**config.mk**
```make
export PLATFORM = sky130hd
export DESIGN_NAME = crc32c_frame_deframer_unit
export DESIGN_NICKNAME = d
export VERILOG_FILES = /design/src/design/c32dfr_pkg.sv /design/src/design/c32dfr_regs.sv /design/src/design/c32dfr_parser.sv /design/src/design/crc32c_frame_deframer_unit.sv
export SDC_FILE = /design/constraint.sdc
export NUM_CORES = 1
export LEC_CHECK = 0
export BUFFER_PORTS_ARGS = -buffer_cell sky130_fd_sc_hd__clkbuf_2
export CORE_MARGIN = 2
export CORE_UTILIZATION = 25
export DETAILED_ROUTE_END_ITERATION = 12
export MAX_ROUTING_LAYER = met4
export PLACE_DENSITY = 0.37
export SLEW_MARGIN = 10
export SYNTH_ARGS = -nofsm -noshare
export SYNTH_HDL_FRONTEND = slang
export SYNTH_HIERARCHICAL = 1
export SYNTH_SLANG_ARGS = --single-unit
```
**constraint.sdc**
```tcl
create_clock -name clk -period 5.6 [get_ports clk]
set_input_delay 0.84 -clock clk [delete_from_list [all_inputs] [get_ports clk]]
set_output_delay 0.84 -clock clk [all_outputs]
set_load 0.005 [all_outputs]
```
**src/design/c32dfr_pkg.sv**
```systemverilog
// ----------------------------------------------------------------------------
// c32dfr_pkg
// Shared types, constants and the CRC-32C byte update for the frame deframer.
// ----------------------------------------------------------------------------
package c32dfr_pkg;

  localparam logic [31:0] CRC_INIT = 32'hFFFF_FFFF;
  localparam logic [31:0] CRC_POLY = 32'h82F6_3B78;

  // frame layout, in 17-bit position units
  localparam logic [16:0] MAGIC_BYTES   = 17'd4;
  localparam logic [16:0] HEADER_BYTES  = 17'd14;
  localparam logic [16:0] TRAILER_BYTES = 17'd4;

  // status codes
  localparam logic [1:0] ST_NONE    = 2'd0;
  localparam logic [1:0] ST_ACCEPT  = 2'd1;
  localparam logic [1:0] ST_HDR_REJ = 2'd2;
  localparam logic [1:0] ST_CRC_BAD = 2'd3;

  // register indexes (paddr[3:2])
  localparam logic [1:0] REG_MAGIC       = 2'd0;
  localparam logic [1:0] REG_VERSION     = 2'd1;
  localparam logic [1:0] REG_MAX_PAYLOAD = 2'd2;

  typedef struct packed {
    logic [31:0] magic;
    logic [7:0]  version;
    logic [15:0] max_payload;
  } cfg_t;

  typedef struct packed {
    logic [1:0]  status;
    logic        payload_valid;
    logic [7:0]  payload_byte;
    logic [15:0] payload_index;
    logic [7:0]  msg_type;
    logic [15:0] msg_flags;
    logic [31:0] msg_sequence;
    logic [15:0] msg_payload_length;
    logic [31:0] bad_frames;
  } res_t;

  // reflected CRC-32C, one byte
  function automatic logic [31:0] crc32c_byte(input logic [31:0] crc, input logic [7:0] data);
    logic [31:0] c;
    c = crc ^ {24'd0, data};
    for (int k = 0; k < 8; k++) begin
      c = (c >> 1) ^ (c[0] ? CRC_POLY : 32'd0);
    end
    return c;
  endfunction

endpackage

```
**src/design/c32dfr_regs.sv**
```systemverilog
// ----------------------------------------------------------------------------
// c32dfr_regs
// APB-style configuration registers: magic, version, max_payload.
// ----------------------------------------------------------------------------
module c32dfr_regs (
  input  logic               clk,
  input  logic               rst_n,
  input  logic               psel,
  input  logic               penable,
  input  logic               pwrite,
  input  logic [3:0]         paddr,
  input  logic [31:0]        pwdata,
  output logic [31:0]        prdata,
  output logic               pready,
  output c32dfr_pkg::cfg_t   cfg
);

  c32dfr_pkg::cfg_t cfg_r;
  c32dfr_pkg::cfg_t cfg_nxt;
  logic             wr_en;

  assign pready = 1'b1;
  assign wr_en  = psel & penable & pwrite;
  assign cfg    = cfg_r;

  always_comb begin
    cfg_nxt = cfg_r;
    if (wr_en) begin
      unique case (paddr[3:2])
        c32dfr_pkg::REG_MAGIC:       cfg_nxt.magic       = pwdata;
        c32dfr_pkg::REG_VERSION:     cfg_nxt.version     = pwdata[7:0];
        c32dfr_pkg::REG_MAX_PAYLOAD: cfg_nxt.max_payload = pwdata[15:0];
        default: ;
      endcase
    end
  end

  always_comb begin
    unique case (paddr[3:2])
      c32dfr_pkg::REG_MAGIC:       prdata = cfg_r.magic;
      c32dfr_pkg::REG_VERSION:     prdata = {24'd0, cfg_r.version};
      c32dfr_pkg::REG_MAX_PAYLOAD: prdata = {16'd0, cfg_r.max_payload};
      default:                     prdata = 32'd0;
    endcase
  end

  always_ff @(posedge clk) begin
    if (!rst_n) begin
      cfg_r.magic       <= 32'd0;
      cfg_r.version     <= 8'd1;
      cfg_r.max_payload <= 16'd256;
    end else begin
      cfg_r <= cfg_nxt;
    end
  end

endmodule

```
**src/design/c32dfr_parser.sv**
```systemverilog
// ----------------------------------------------------------------------------
// c32dfr_parser
// Frame state, header capture, CRC-32C accumulation and the per-byte result.
// ----------------------------------------------------------------------------
module c32dfr_parser (
  input  logic               clk,
  input  logic               rst_n,
  input  logic               in_fire,
  input  logic [7:0]         rx_byte,
  input  c32dfr_pkg::cfg_t   cfg,
  output c32dfr_pkg::res_t   res
);

  // header byte positions
  localparam logic [3:0] HB_VERSION = 4'd4;
  localparam logic [3:0] HB_TYPE    = 4'd5;
  localparam logic [3:0] HB_FLAGS0  = 4'd6;
  localparam logic [3:0] HB_FLAGS1  = 4'd7;
  localparam logic [3:0] HB_SEQ0    = 4'd8;
  localparam logic [3:0] HB_SEQ1    = 4'd9;
  localparam logic [3:0] HB_SEQ2    = 4'd10;
  localparam logic [3:0] HB_SEQ3    = 4'd11;
  localparam logic [3:0] HB_LEN0    = 4'd12;

  logic [16:0] pos_r,      pos_nxt;
  logic [16:0] total_r,    total_nxt;
  logic [31:0] crc_r,      crc_nxt;
  logic [31:0] crc_rx_r,   crc_rx_nxt;
  logic [7:0]  hdr_ver_r,  hdr_ver_nxt;
  logic [7:0]  hdr_type_r, hdr_type_nxt;
  logic [15:0] hdr_flg_r,  hdr_flg_nxt;
  logic [31:0] hdr_seq_r,  hdr_seq_nxt;
  logic [15:0] hdr_len_r,  hdr_len_nxt;
  logic [31:0] rej_r,      rej_nxt;

  logic [31:0] crc_b;
  logic        rs_hit;
  logic [16:0] rs_pos;
  logic [31:0] rs_crc;
  logic [15:0] len_full;
  logic [16:0] pay_end;
  logic [16:0] trl_off;
  logic [31:0] crc_rx_upd;
  logic [16:0] pos_inc;
  logic [16:0] pay_off;
  logic [7:0]  magic_exp;

  always_comb begin
    case (pos_r[1:0])
      2'd0:    magic_exp = cfg.magic[7:0];
      2'd1:    magic_exp = cfg.magic[15:8];
      2'd2:    magic_exp = cfg.magic[23:16];
      default: magic_exp = cfg.magic[31:24];
    endcase
  end

  assign crc_b      = c32dfr_pkg::crc32c_byte(crc_r, rx_byte);
  assign rs_hit     = (rx_byte == cfg.magic[7:0]);
  assign rs_pos     = rs_hit ? 17'd1 : 17'd0;
  assign rs_crc     = rs_hit ? c32dfr_pkg::crc32c_byte(c32dfr_pkg::CRC_INIT, rx_byte)
                             : c32dfr_pkg::CRC_INIT;
  assign len_full   = {rx_byte, hdr_len_r[7:0]};
  assign pay_end    = c32dfr_pkg::HEADER_BYTES + {1'b0, hdr_len_r};
  assign trl_off    = pos_r - pay_end;
  assign crc_rx_upd = crc_rx_r | ({24'd0, rx_byte} << {trl_off[1:0], 3'b000});
  assign pos_inc    = pos_r + 17'd1;
  assign pay_off    = pos_r - c32dfr_pkg::HEADER_BYTES;

  always_comb begin
    pos_nxt      = pos_r;
    total_nxt    = total_r;
    crc_nxt      = crc_r;
    crc_rx_nxt   = crc_rx_r;
    hdr_ver_nxt  = hdr_ver_r;
    hdr_type_nxt = hdr_type_r;
    hdr_flg_nxt  = hdr_flg_r;
    hdr_seq_nxt  = hdr_seq_r;
    hdr_len_nxt  = hdr_len_r;
    rej_nxt      = rej_r;
    res          = '0;

    if (pos_r < c32dfr_pkg::MAGIC_BYTES) begin
      if (rx_byte == magic_exp) begin
        crc_nxt = crc_b;
        pos_nxt = pos_inc;
      end else begin
        pos_nxt    = rs_pos;
        total_nxt  = 17'd0;
        crc_nxt    = rs_crc;
        crc_rx_nxt = 32'd0;
      end
    end else begin
      pos_nxt = pos_inc;
      if (pos_r < c32dfr_pkg::HEADER_BYTES) begin
        crc_nxt = crc_b;
        case (pos_r[3:0])
          HB_VERSION: hdr_ver_nxt  = rx_byte;
          HB_TYPE:    hdr_type_nxt = rx_byte;
          HB_FLAGS0:  hdr_flg_nxt  = {8'd0, rx_byte};
          HB_FLAGS1:  hdr_flg_nxt  = {rx_byte, hdr_flg_r[7:0]};
          HB_SEQ0:    hdr_seq_nxt  = {24'd0, rx_byte};
          HB_SEQ1:    hdr_seq_nxt  = {16'd0, rx_byte, hdr_seq_r[7:0]};
          HB_SEQ2:    hdr_seq_nxt  = {8'd0, rx_byte, hdr_seq_r[15:0]};
          HB_SEQ3:    hdr_seq_nxt  = {rx_byte, hdr_seq_r[23:0]};
          HB_LEN0:    hdr_len_nxt  = {8'd0, rx_byte};
          default: begin
            // last header byte: length high byte, then the header check
            hdr_len_nxt = len_full;
            if ((len_full > cfg.max_payload) || (hdr_ver_r != cfg.version)) begin
              rej_nxt    = rej_r + 32'd1;
              res.status = c32dfr_pkg::ST_HDR_REJ;
              pos_nxt    = rs_pos;
              total_nxt  = 17'd0;
              crc_nxt    = rs_crc;
              crc_rx_nxt = 32'd0;
            end else begin
              total_nxt  = c32dfr_pkg::HEADER_BYTES + c32dfr_pkg::TRAILER_BYTES
                           + {1'b0, len_full};
              crc_rx_nxt = 32'd0;
            end
          end
        endcase
      end else if (pos_r < pay_end) begin
        crc_nxt           = crc_b;
        res.payload_valid = 1'b1;
        res.payload_byte  = rx_byte;
        res.payload_index = pay_off[15:0];
      end else begin
        crc_rx_nxt = crc_rx_upd;
        if (pos_inc >= total_r) begin
          if (~crc_r != crc_rx_upd) begin
            rej_nxt    = rej_r + 32'd1;
            res.status = c32dfr_pkg::ST_CRC_BAD;
            pos_nxt    = rs_pos;
            total_nxt  = 17'd0;
            crc_nxt    = rs_crc;
            crc_rx_nxt = 32'd0;
          end else begin
            // good frame: back to hunting, current byte not reused
            res.status             = c32dfr_pkg::ST_ACCEPT;
            res.msg_type           = hdr_type_r;
            res.msg_flags          = hdr_flg_r;
            res.msg_sequence       = hdr_seq_r;
            res.msg_payload_length = hdr_len_r;
            pos_nxt    = 17'd0;
            total_nxt  = 17'd0;
            crc_nxt    = c32dfr_pkg::CRC_INIT;
            crc_rx_nxt = 32'd0;
          end
        end
      end
    end
    res.bad_frames = rej_nxt;
  end

  always_ff @(posedge clk) begin
    if (!rst_n) begin
      pos_r      <= 17'd0;
      total_r    <= 17'd0;
      crc_r      <= c32dfr_pkg::CRC_INIT;
      crc_rx_r   <= 32'd0;
      hdr_ver_r  <= 8'd0;
      hdr_type_r <= 8'd0;
      hdr_flg_r  <= 16'd0;
      hdr_seq_r  <= 32'd0;
      hdr_len_r  <= 16'd0;
      rej_r      <= 32'd0;
    end else if (in_fire) begin
      pos_r      <= pos_nxt;
      total_r    <= total_nxt;
      crc_r      <= crc_nxt;
      crc_rx_r   <= crc_rx_nxt;
      hdr_ver_r  <= hdr_ver_nxt;
      hdr_type_r <= hdr_type_nxt;
      hdr_flg_r  <= hdr_flg_nxt;
      hdr_seq_r  <= hdr_seq_nxt;
      hdr_len_r  <= hdr_len_nxt;
      rej_r      <= rej_nxt;
    end
  end

`ifndef ASSERT_OFF
  a_total_unknown_in_header: assert property (@(posedge clk) disable iff (!rst_n)
    (pos_r < c32dfr_pkg::HEADER_BYTES) |-> (total_r == 17'd0))
    else $error("frame length set before header complete");

  a_total_matches_len: assert property (@(posedge clk) disable iff (!rst_n)
    (pos_r >= c32dfr_pkg::HEADER_BYTES) |->
      (total_r == c32dfr_pkg::HEADER_BYTES + c32dfr_pkg::TRAILER_BYTES + {1'b0, hdr_len_r}))
    else $error("frame length disagrees with header length");

  a_pos_below_total: assert property (@(posedge clk) disable iff (!rst_n)
    (pos_r >= c32dfr_pkg::HEADER_BYTES) |-> (pos_r < total_r))
    else $error("position ran past frame end");

  a_reject_counts: assert property (@(posedge clk) disable iff (!rst_n)
    (in_fire && ((res.status == c32dfr_pkg::ST_HDR_REJ) ||
                 (res.status == c32dfr_pkg::ST_CRC_BAD)))
      |=> (rej_r == $past(rej_r) + 32'd1))
    else $error("reject not counted");

  a_payload_undecided: assert property (@(posedge clk) disable iff (!rst_n)
    res.payload_valid |-> (res.status == c32dfr_pkg::ST_NONE))
    else $error("payload byte carries a status");
`endif

endmodule

```
**src/design/crc32c_frame_deframer_unit.sv**
```systemverilog
// Output: the result of each accepted byte is registered in the output register.
// Throughput: one byte per cycle unless out_ready stalls a waiting result; set by
// the byte-wide CRC-32C update and position counter in the parser. A byte is taken
// while a result waits if the consumer takes that result in the same cycle.
// Reset: sync, active low; registers but res_r to defaults, parser hunting magic.
// ----------------------------------------------------------------------------
// crc32c_frame_deframer_unit
// Byte-serial deframer for magic-synced, length-prefixed CRC-32C frames.
// ----------------------------------------------------------------------------
module crc32c_frame_deframer_unit (
  input  logic        clk,
  input  logic        rst_n,
  // configuration
  input  logic        psel,
  input  logic        penable,
  input  logic        pwrite,
  input  logic [3:0]  paddr,
  input  logic [31:0] pwdata,
  output logic [31:0] prdata,
  output logic        pready,
  // input words
  input  logic        in_valid,
  output logic        in_ready,
  input  logic [7:0]  in_rx_byte,
  // result words
  output logic        out_valid,
  input  logic        out_ready,
  output logic [1:0]  out_status,
  output logic        out_payload_valid,
  output logic [7:0]  out_payload_byte,
  output logic [15:0] out_payload_index,
  output logic [7:0]  out_msg_type,
  output logic [15:0] out_msg_flags,
  output logic [31:0] out_msg_sequence,
  output logic [15:0] out_msg_payload_length,
  output logic [31:0] out_bad_frames
);

  c32dfr_pkg::cfg_t cfg;
  c32dfr_pkg::res_t res_nxt;
  c32dfr_pkg::res_t res_r;
  logic             out_valid_r;
  logic             out_valid_nxt;
  logic             in_fire;

  assign in_ready      = ~out_valid_r | out_ready;
  assign in_fire       = in_valid & in_ready;
  assign out_valid_nxt = in_fire | (out_valid_r & ~out_ready);

  c32dfr_regs u_regs (
    .clk     (clk),
    .rst_n   (rst_n),
    .psel    (psel),
    .penable (penable),
    .pwrite  (pwrite),
    .paddr   (paddr),
    .pwdata  (pwdata),
    .prdata  (prdata),
    .pready  (pready),
    .cfg     (cfg)
  );

  c32dfr_parser u_parser (
    .clk     (clk),
    .rst_n   (rst_n),
    .in_fire (in_fire),
    .rx_byte (in_rx_byte),
    .cfg     (cfg),
    .res     (res_nxt)
  );

  always_ff @(posedge clk) begin
    if (!rst_n) begin
      out_valid_r <= 1'b0;
    end else begin
      out_valid_r <= out_valid_nxt;
    end
  end

  always_ff @(posedge clk) begin
    if (in_fire) begin
      res_r <= res_nxt;
    end
  end

  assign out_valid              = out_valid_r;
  assign out_status             = res_r.status;
  assign out_payload_valid      = res_r.payload_valid;
  assign out_payload_byte       = res_r.payload_byte;
  assign out_payload_index      = res_r.payload_index;
  assign out_msg_type           = res_r.msg_type;
  assign out_msg_flags          = res_r.msg_flags;
  assign out_msg_sequence       = res_r.msg_sequence;
  assign out_msg_payload_length = res_r.msg_payload_length;
  assign out_bad_frames         = res_r.bad_frames;

endmodule
```
==> summary.md <==
| Metric | Value |
|---|---|
| Result of the run | complete, no violations |
| Syn Area/Cell | 8.96 sq um |
| P&R area growth vs syn | 18.5% |
| Cell chain of the critical path | ha_1, nand3_1, nor2_1, and3_1, and3_1, and3_1, nand3_1, xnor2_1, ha_1, a21o_1, a21o_1, a221oi_1, nand2_1, and2_1, o21a_1, nand2b_1, a21oi_1 |
| CP max-delay cell | dfxtp_1 |
| Fin worst setup slack | about 0.76 ns |
| Number of DRC markers after the initial detailed-route iteration | 1127 |
| Share of synthesized flip-flops with an asynchronous set or reset | 0% |
| Worst-Margin Slew | 1.14 ns |
| Total Die Area | between 80000 and 90000 sq um |
| Critical path depth in cells | 17 |
| H-tree depth reported by CTS | 2 |
| Fin cells | 3752 |
| Most common cell after layout, fill and taps aside | nand2_1 |
| Number of enable-type register cells in the synthesized netlist | 131 |
| Maximum fanout along the worst path | 17 |
| Clock tree from TritonCTS | done |
| Die width | around 300 um |
| Most used DFF post-synth | dfxtp_1 |
| Number of buffers on the longest clock path | 3 |
| Buffering stage count on the worst path with inverters included | 0 |
| Data required time at the worst endpoint | 6.12 ns |
| Number of warnings printed during yosys synthesis | 6 |
| Clock latency on the worst-skew pair | 0.61 ns |
| Via count | 18000 |
| Final worst clock skew | between 0.02 and 0.03 ns |
| Sequential area share after synthesis | roughly 43% |
| CTS clock-pin slew for the worst setup and hold paths | 0.06 ns |
| HPWL Detailed | 54700 um |
| Total of flip-flops plus latches after synthesis | 398 |
| Max Clock Freq | 0.206 GHz |
| Synthesized instance count | 2399 |
| Count of final setup violators | 0 |
| Cell chosen for the clock root | clkbuf_16 |
| Count of endpoints failing hold in the final timing report | 0 |
| Mapped Area | approximately 21000 sq um |
| Highest-count cells in the layout ignoring fill and taps | nand2_1, dfxtp_1, clkbuf_2, a21oi_1, xnor2_1 |
| Worst Reg-to-Reg Cells | 17 |
| TritonCTS buffer count | 49 |
| Sinks on Clock Net | 398 |
| Average wire length per cell after detail routing | around 20 um |
| Class of the most critical setup path | reg -> reg |
| Post-detailed-routing wire length | 75900 um |
| Minimum clock period after layout | 4.84 ns |
| Number of global-route vias before repair | 18000 |
| Avg Vias per Cell | 4.79 |
| GPL Wtd Cong | 0.884 |
| Largest net degree at the start of global routing | 92 |
| Placement Setup Slack | 0.696 ns |
| Max-slew violation total from the final report | 0 |
| Initial Utilization | roughly a quarter |
| Count of antenna diodes in the layout | 0 |
| Share of final-layout standard cells stronger than drive strength 1 | 15.0% |
| Rel. slew slack | a little under a quarter |
| Total power of the final layout | 7.17 mW |
| Kind of capture point of the worst setup path | flop |
| Placed cell count | between 3000 and 4000 |
| Std-Cell Rows | 107 |
| CP startpoint kind | flop |
| Global-route wire length before repair | between 100000 and 150000 um |
| Boundary pin count | 217 |
| WP data arrival | 5.36 ns |
| # Post-CTS Setup Buffers | 0 |
| Launching instance or port of the critical path | u_parser/pos_r[1] |
| Count of different cell masters after synthesis | 80 |
| Period utilisation layout | 86.5% |
| FF-to-FF Start | u_parser/pos_r[1] |
| Number of buffers added to fix hold violations after cts | 0 |
| Number of nets with antenna violations after detailed routing | 0 |
| DRC violation count after routing | 0 |
| Worst hold-check path type | reg -> reg |
| Quantity of gates resized following cts | 0 |
| Count of nets after finishing | 2679 |
| Cell class contributing the biggest share of worst-path delay | simple AND/OR/NAND/NOR gates |
| Net count after synthesis | 2511 |
| Share of the core filled with cells in the final layout | between 20 and 30% |
| Peak per-stage delay on the critical path | 0.54 ns |
| Hold Path Cell Cnt | 2 |
| Maximum resistive drop on vdd | 183 uV |
| Initial antenna violation count | 0 |
| CORE AREA | 85100 sq um |
| Setup repair after global routing missed its margin | no |
| Pwr per Cell Area | 281 nW/um^2 |
| DRT Pass-1 Iters | 5 |
| Max cap viols | 0 |
| Cell with the most instances on the worst path | and3_1 |
| HP Start | u_parser/hdr_seq_r[19] |
| Leakage | 9.46 nW |
| Height of the die | 297 um |
| Port-buffer cells | 213 |
| Aggregate global routing overflow | 0 |
| Setup TNS | 0 ns |
| Overall Global Routing Usage | 17.3% |
==> through the flow <==
stage          area (sq um)  hold WS, ns
2_1_floorplan         21500        0.427
3_3_place_gp          23800        0.435
3_5_place_dp          23800        0.442
4_1_cts               25500        0.428
5_1_grt               25500        0.448
6_report              25500        0.447
==> state kept, by name, indices dropped and copies added (netlist names), 17 cells and up <==
signal	count
out_msg_sequence	32
u_parser/total_r	17
u_parser/pos_r	17
u_parser/rej_r	32
u_parser/crc_r	32
out_bad_frames	32
u_parser/hdr_seq_r	32
u_parser/crc_rx_r	32
u_regs/cfg	56
==> logic make-up (layout without fill, tap and decap cells) <==
kind of cell,count (synthesis),in the layout,share of synthesized area [%]
AOI/OAI and AO/OA,408,408,11.7
xor gates and xnor gates,254,254,10.5
adders and majority gates,61,61,3.55
buffers and inverters,237,446,4.76
DFF,398,398,43.2
muxes,107,107,5.00
other,1,1,0.0174
and+or+nand+nor,933,933,21.3
==> worst reg2reg max path, cell delays in order (launching register included) <==
cell,delay [ns]
dfxtp_1,0.54
ha_1,0.24
nand3_1,0.13
nor2_1,0.25
and3_1,0.27
and3_1,0.28
and3_1,0.22
nand3_1,0.10
xnor2_1,0.27
ha_1,0.30
a21o_1,0.18
a21o_1,0.17
a221oi_1,0.43
nand2_1,0.20
and2_1,0.21
o21a_1,0.18
nand2b_1,0.53
a21oi_1,0.28
==> routing by layer <==
layer	GRT usage (%)	up-vias	part of all wire, %
li1	-	8689	-
met1	23.4	8764	48
met2	27.4	404	46
met3	2.32	102	4.1
met4	4.10	0	2.1
met5	-	-	0
==> worst paths after layout <==
path	to	slack (ns)
worst max-delay path	u_parser/crc_rx_r[19]	0.76
worst min-delay path	u_parser/hdr_seq_r[19]	0.45
worst max register to register	u_parser/crc_rx_r[19]	0.76
worst min register to register	u_parser/hdr_seq_r[19]	0.45
==> final cells by class <==
type / instances / area (sq um)
inverters: 69 / 262
clock buffers: 76 / 1410
fillers: 9197 / 59700
well taps: 1144 / 1430
flip-flops and latches: 398 / 9280
repair buffers: 285 / 1660
multi-input cells: 1764 / 11200
clock inverters: 16 / 225
==> cells in the mapped netlist (17+ instances only) <==
library cell	n	area share (%)
nand4_1	42	1.2
mux2i_1	104	4.8
edfxtp_1	131	18
dfxtp_1	267	25
ha_1	61	3.6
xnor2_1	183	7.5
buf_1	17	0.30
inv_1	65	1.1
clkbuf_1	98	1.7
o21a_1	18	0.63
nor3_1	37	0.86
nand2b_1	43	1.3
nand2_1	339	5.9
a21oi_1	193	4.5
nor2_1	141	2.5
nand3_1	140	3.3
xor2_1	67	2.7
and3_1	22	0.64
buf_2	33	0.77
o22ai_1	27	0.79
and2_1	91	2.6
o21ai_0	58	1.4
==> power by group <==
part,switching (mW),internal [mW],total (mW)
clock network,1.32,1.92,3.24
registers,0.0550,3.05,3.10
logic,0.501,0.320,0.821
Note: power is estimated with default switching activity, not from simulation.
